===== src/ctgl_pkg.sv =====
// ----------------------------------------------------------------------------
// ctgl_pkg: shared types, constants and arithmetic of the grid lookup
// Register indexes, stream word layout and the fixed-point blend step.
// ----------------------------------------------------------------------------
`default_nettype none

package ctgl_pkg;

    // Configuration register indexes
    localparam logic REG_GRID_SCALE    = 1'b0;
    localparam logic REG_LEVELS_IN_USE = 1'b1;

    // Input action codes
    localparam logic ACT_LOAD  = 1'b0;
    localparam logic ACT_QUERY = 1'b1;

    localparam int TDATA_W = 144;
    localparam int TUSER_W = 2;
    localparam int FRAC_W  = 17;

    // Fractions of the three axes, Q1.16 (one is representable)
    typedef struct packed {
        logic [FRAC_W-1:0] fx;
        logic [FRAC_W-1:0] fy;
        logic [FRAC_W-1:0] fz;
    } frac_t;

    // One linear blend, rounding half up:
    // floor((a*(1-f) + b*f + 0.5) / 1) written as a + (b-a)*f in Q.16.
    function automatic logic signed [31:0] blend(
        input logic signed [31:0] a,
        input logic signed [31:0] b,
        input logic [FRAC_W-1:0]  f
    );
        logic signed [32:0] diff;
        logic        [51:0] acc;
        diff = {b[31], b} - {a[31], a};
        acc  = 52'(diff * $signed({1'b0, f})) + {{4{a[31]}}, a, 16'd0} + 52'd32768;
        return acc[47:16];
    endfunction

endpackage

`default_nettype wire


===== src/ctgl_axis.sv =====
// ----------------------------------------------------------------------------
// ctgl_axis: splits one scaled coordinate into a clamped cell and fraction
// Also gives the half-grid indexes of the two parity banks on this axis.
// ----------------------------------------------------------------------------
`default_nettype none

module ctgl_axis #(
    parameter int SIZE = 16,
    parameter int CW   = 4,
    parameter int HW   = 3
) (
    input  wire logic signed [56:0]                p,
    output logic                                   parity,
    output logic [HW-1:0]                          idx_even,
    output logic [HW-1:0]                          idx_odd,
    output logic [ctgl_pkg::FRAC_W-1:0]            frac
);
    import ctgl_pkg::*;

    logic [25:0]   cell_raw;
    logic [CW-1:0] cell_idx;
    logic [CW:0]   cell_inc;

    // Integer part offset by half the grid, then clamped to the grid
    always_comb
    begin
        cell_raw = {p[56], p[56:32]} + 26'(SIZE / 2);
        if (cell_raw[25])
        begin
            cell_idx = '0;
            frac     = '0;
        end
        else if (cell_raw > 26'(SIZE - 2))
        begin
            cell_idx = CW'(SIZE - 2);
            frac     = FRAC_W'(65536);
        end
        else
        begin
            cell_idx = cell_raw[CW-1:0];
            frac     = {1'b0, p[31:16]};
        end
        cell_inc = {1'b0, cell_idx} + 1'b1;
        parity   = cell_idx[0];
        idx_odd  = HW'(cell_idx >> 1);
        idx_even = HW'(cell_inc >> 1);
    end

endmodule

`default_nettype wire


===== config.mk =====
export PLATFORM = sky130hd
export DESIGN_NAME = ctgl_axis
export DESIGN_NICKNAME = d
export VERILOG_FILES = /design/src/ctgl_pkg.sv /design/src/ctgl_axis.sv
export SDC_FILE = /design/constraint.sdc
export NUM_CORES = 1
export LEC_CHECK = 0
export ABC_CLOCK_PERIOD_IN_PS = 3720
export BUFFER_PORTS_ARGS = -buffer_cell sky130_fd_sc_hd__clkbuf_2
export CAP_MARGIN = 20
export CORE_ASPECT_RATIO = 0.75
export CORE_MARGIN = 4
export CORE_UTILIZATION = 38
export DETAILED_ROUTE_END_ITERATION = 8
export PLACE_DENSITY = 0.91
export SLEW_MARGIN = 10
export SYNTH_ARGS = -nofsm -noshare
export SYNTH_HDL_FRONTEND = slang
export SYNTH_SLANG_ARGS = --single-unit

===== constraint.sdc =====
create_clock -name vclk -period 3.72
set_input_delay 0.186 -clock vclk [all_inputs]
set_output_delay 0.186 -clock vclk [all_outputs]
set_load 0.005 [all_outputs]

* After elaboration in Yosys (flattened, before gate mapping)
Cells that the tools add are included.
Storage, ports and cells: register bits after elaboration 0, logic and storage cells 7, bits of input ports 57
Cells by class: mux-type cells 4, $lt $le $gt $ge 1, $add $sub $neg 2
Operator list (number):
- 2-to-1 mux 17 bit | 2
- adder 25 x 5 -> 26 bit (second input constant) | 1
- > comparator 26 x 4 -> 1 bit (second input constant) | 1
- 2-to-1 mux 4 bit | 2
- adder 4 x 1 -> 4 bit (second input constant) | 1

* Longest topological paths before layout
word-level depth 5, gate-level depth with buffers 11, gate-level depth less buffers 10

* Worst setup path before layout
Ideal clock, no wire load.
path type input to output, start point input port p[35], end point output port idx_even[1], path buffers 1, path slack 0.981 ns, arrival time 2.553 ns, stages 11, cell sequence ha_1 -> a2111o_1 -> a211o_1 -> a2111oi_4 -> o31ai_1 -> nor4_2 -> and3_2 -> buf_6 -> and2_1 -> ha_1 -> xor2_1
Between the ends: cells in the longest elaborated chain, start to end 5
RTL lines:
- start: declaration | RTL line ctgl_axis.sv:12 | input wire logic signed [56:0] p,
- adder 25 x 5 -> 26 bit * | RTL line ctgl_axis.sv:27 | cell_raw = {p[56], p[56:32]} + 26'(SIZE / 2);
- > comparator 26 x 4 -> 1 bit | RTL line ctgl_axis.sv:33 | else if (cell_raw > 26'(SIZE - 2))
- 2-to-1 mux 4 bit | RTL line ctgl_axis.sv:33
- 2-to-1 mux 4 bit * | RTL line ctgl_axis.sv:28 | if (cell_raw[25])
- net parity | RTL line ctgl_axis.sv:13 | output logic parity,
- adder 4 x 1 -> 4 bit * | RTL line ctgl_axis.sv:43 | cell_inc = {1'b0, cell_idx} + 1'b1;
- end: declaration | RTL line ctgl_axis.sv:14 | output logic [HW-1:0] idx_even,
The timed path passes the listed nets; every way through them passes the cells marked *.

* Worst setup path in the final report
start point input port p[35], end point output port idx_even[1]
Between the ends: cells in the longest elaborated chain, start to end 5
RTL lines (RTL line):
- adder 25 x 5 -> 26 bit * | ctgl_axis.sv:27
- > comparator 26 x 4 -> 1 bit | ctgl_axis.sv:33
- 2-to-1 mux 4 bit | ctgl_axis.sv:33
- 2-to-1 mux 4 bit * | ctgl_axis.sv:28
- adder 4 x 1 -> 4 bit * | ctgl_axis.sv:43
Every way passes the cells marked *; elsewhere a longest branch is shown, timed or not.

==> qor.csv <==
stage,metric,value,unit
die,io_pins,81,
grt,grt_pass1_wl,4.126,mm
worst_setup_path,path_delay_family,compound AO/OA/AOI/OAI gates,
detailed_routing,dr.pass1.iters,4,
worst_setup_path,worstPathRequired,3530,ps
detailed_routing,wire_per_inst,14.98,µm
timing,slew_viol_final,0,
cells_and_area,nFillCells,149,
worst_setup_path,cp_max_fo,21,
detailed_routing,viasPerCell,5.753,
die,die_x,56.60,µm
detailed_routing,drt_wl_total,2.727,mm
worst_setup_path,end_kind,primary output,
grt,grt_usage,19.30,%
worst_setup_path,crit_type,in -> out,
worst_setup_path,slowest_delay,440,ps
synth,synth_fa_ha_area_share,3.717,%
detailed_routing,num_vias,1047,
run_status,status,finished clean,
cts,ctsResizeCount,0,
grt,antenna_found_initial,0,
cells_and_area,seqCellArea,0,µm²
cells_and_area,seq_cells,0,
synth,muxShareOfSynthArea,3.160,%
worst_setup_path,path_cells,clkbuf_2 -> ha_1 -> a2111o_1 -> a211o_1 -> a2111oi_4 -> o31ai_1 -> nor4_2 -> and3_2 -> and2_1 -> ha_1 -> xor2_1 -> clkbuf_2,
power_and_ir_drop,p_total,0.06876,mW
timing,max_freq,296.9,MHz
worst_setup_path,critPathBufInv,2,
cells_and_area,area_growth,48.14,%
worst_setup_path,arrival,3180,ps
cts,hold_buffers,0,
synth,syn_area,673.1,µm²
synth,synth-simple-area-share,52.79,%
worst_setup_path,cpMaxStageDelayCell,and3_2,
die,core-area,0.001577,mm²
cells_and_area,diodes,0,
timing,timing.slew.headroom,76.80,%
detailed_routing,drc,0,
min_path,whs_path_depth,3,
synth,yosys_warnings,0,
timing,rsz0062_at_grt,no,
placement,place_congestion,0.9041,
timing,worst_pin_slew,345.1,ps
die,die_y,44.45,µm
power_and_ir_drop,power_density,68.95,mW/mm²
synth,synth_compound_area_share,30.67,%
synth,ys_seq_area_share,0,%
grt,grt_pass1_vias,970,
cells_and_area,final_nets,222,
placement,io_buffers,65,
die,row_count,12,
min_path,min_from,p[27],
power_and_ir_drop,peakVddDrop,0.04795,mV
timing,setup_violations,0,
detailed_routing,antenna_left,0,
timing,setup_tns,0,ps
worst_setup_path,startpoint,p[35],
timing,final_hold_viol_count,0,
die,start_util,42.70,%
detailed_routing,drt-initial-drc-count,71,
timing,min_period,3368,ps
min_path,hp-class,in -> out,
grt,grt.overflow.total,0,
synth,postSynthNetCount,158,
synth,syn_area_per_cell,6.799,µm²
die,dieArea,0.002516,mm²
timing,period_share,90.53,%
min_path,hold-path-endpoint,frac[11],
power_and_ir_drop,leakage,0.5188,nW
cts,post-cts-setup-buffers,0,
synth,synth.distinct_cells,37,
placement,hpwlAfterDp,2.327,mm
synth,synth_xor_area_share,3.903,%
synth,synth_top_family_by_area,simple AND/OR/NAND/NOR gates,
cells_and_area,multi_input_area,634.4,µm²
worst_setup_path,cp-start-kind,primary input,
cells_and_area,clock_buffers,0,
cells_and_area,drive_above_1_share,43.48,%
synth,syn-instance-count,99,
job,drv_cap,0,
grt,grt_max_degree,22,
[worst max path at each step]
stage	end	slack, ps	cells past startpoint
after floorplan	idx_even[1]	980	11
after global placement	idx_even[1]	520	12
after detailed placement	idx_even[1]	400	12
after CTS	idx_even[1]	390	12
after global routing	idx_even[1]	180	12
final	idx_even[1]	350	12
[tightest hold or removal path: stages]
cell and delay, ps:
clkbuf_2 70, and2_1 100, clkbuf_2 100
[metrics by stage]
stage	cell area [µm²]	cells	hold slack, ps	worst slack (ps)	utilization (%)
after global routing	997.2	182	667.5	184.2	63.25
after floorplan	673.1	99	423.3	981.4	-
final	997.2	182	645.3	352.3	63.25
after CTS	997.2	182	646.9	394.7	63.25
after global placement	997.2	182	645.9	517.6	63.25
after detailed placement	997.2	182	646.9	404.7	63.25
[cell usage after synthesis, drive strengths merged (2+ instances only)]
master / count / area share [%]
nor4: 2 / 2.8
nand2: 6 / 3.3
nand2b: 2 / 1.9
and4: 3 / 3.9
and3: 5 / 4.8
nand4: 9 / 8.4
buf: 3 / 4.1
nor2: 7 / 3.9
o31ai: 2 / 2.2
ha: 2 / 3.7
nand3: 6 / 4.5
a31oi: 2 / 1.9
a21oi: 4 / 3.0
inv: 3 / 1.7
o21a: 3 / 3.3
and2: 17 / 16
xor2: 3 / 3.9
nor3: 3 / 2.2
a211o: 2 / 2.6
[metal layers]
layer  part of all wire, %  track usage [%]  routed length [µm]  vias to the layer above
met4                   2.9            6.161                  78                        0
li1                      -                -                   -                      516
met3                   8.4           0.5831                 229                        8
met2                    54            38.02                1471                       66
met5                     0                0                   0                        -
met1                    35            22.69                 948                      457
[cell type report]
class              count  share of cell area, %
inverters              3                  1.129
multi-input cells     93                  63.61
well taps             21                  2.635
repair buffers        65                  32.62
[cells by family (layout without fill, tap and decap cells)]
| kind of cell | Yosys count | after routing |
|---|---|---|
| xor+xnor | 3 | 3 |
| fa+ha+maj | 2 | 2 |
| simple gates | 61 | 61 |
| compound gates | 25 | 25 |
| buf+inv | 6 | 68 |
| mux | 2 | 2 |
[where the power goes]
group	switching, mW	total (mW)	internal [mW]
combinational	0.0369	0.0688	0.0318
sequential	0	0	0
clock	0	0	0
total	0.0369	0.0688	0.0318
[cell usage in the layout (no fill, tap or decap)]
cell type and n:
nand3_1 6, nand2b_1 2, and3_1 4, nor2_1 7, o22ai_1 1, ha_1 2, o32ai_1 1, xor2_1 3
o31ai_1 2, o21ai_0 1, o21a_1 3, a2bb2oi_1 1, a22oi_1 1, a31oi_1 2, and3b_1 1, and2_1 17
a21oi_1 4, a2111oi_4 1, a31o_2 1, inv_1 3, a2111o_1 1, and4_1 3, nand2_1 6, o31a_1 1
mux2i_1 1, nand4_1 9, nor3_1 3, a41oi_1 1, o311a_1 1, clkbuf_2 65, and3_2 1, nor4_2 1
mux2_2 1, nor4_1 1, a21boi_0 1, a211o_1 2
Note: power is estimated with default switching activity, not from simulation.
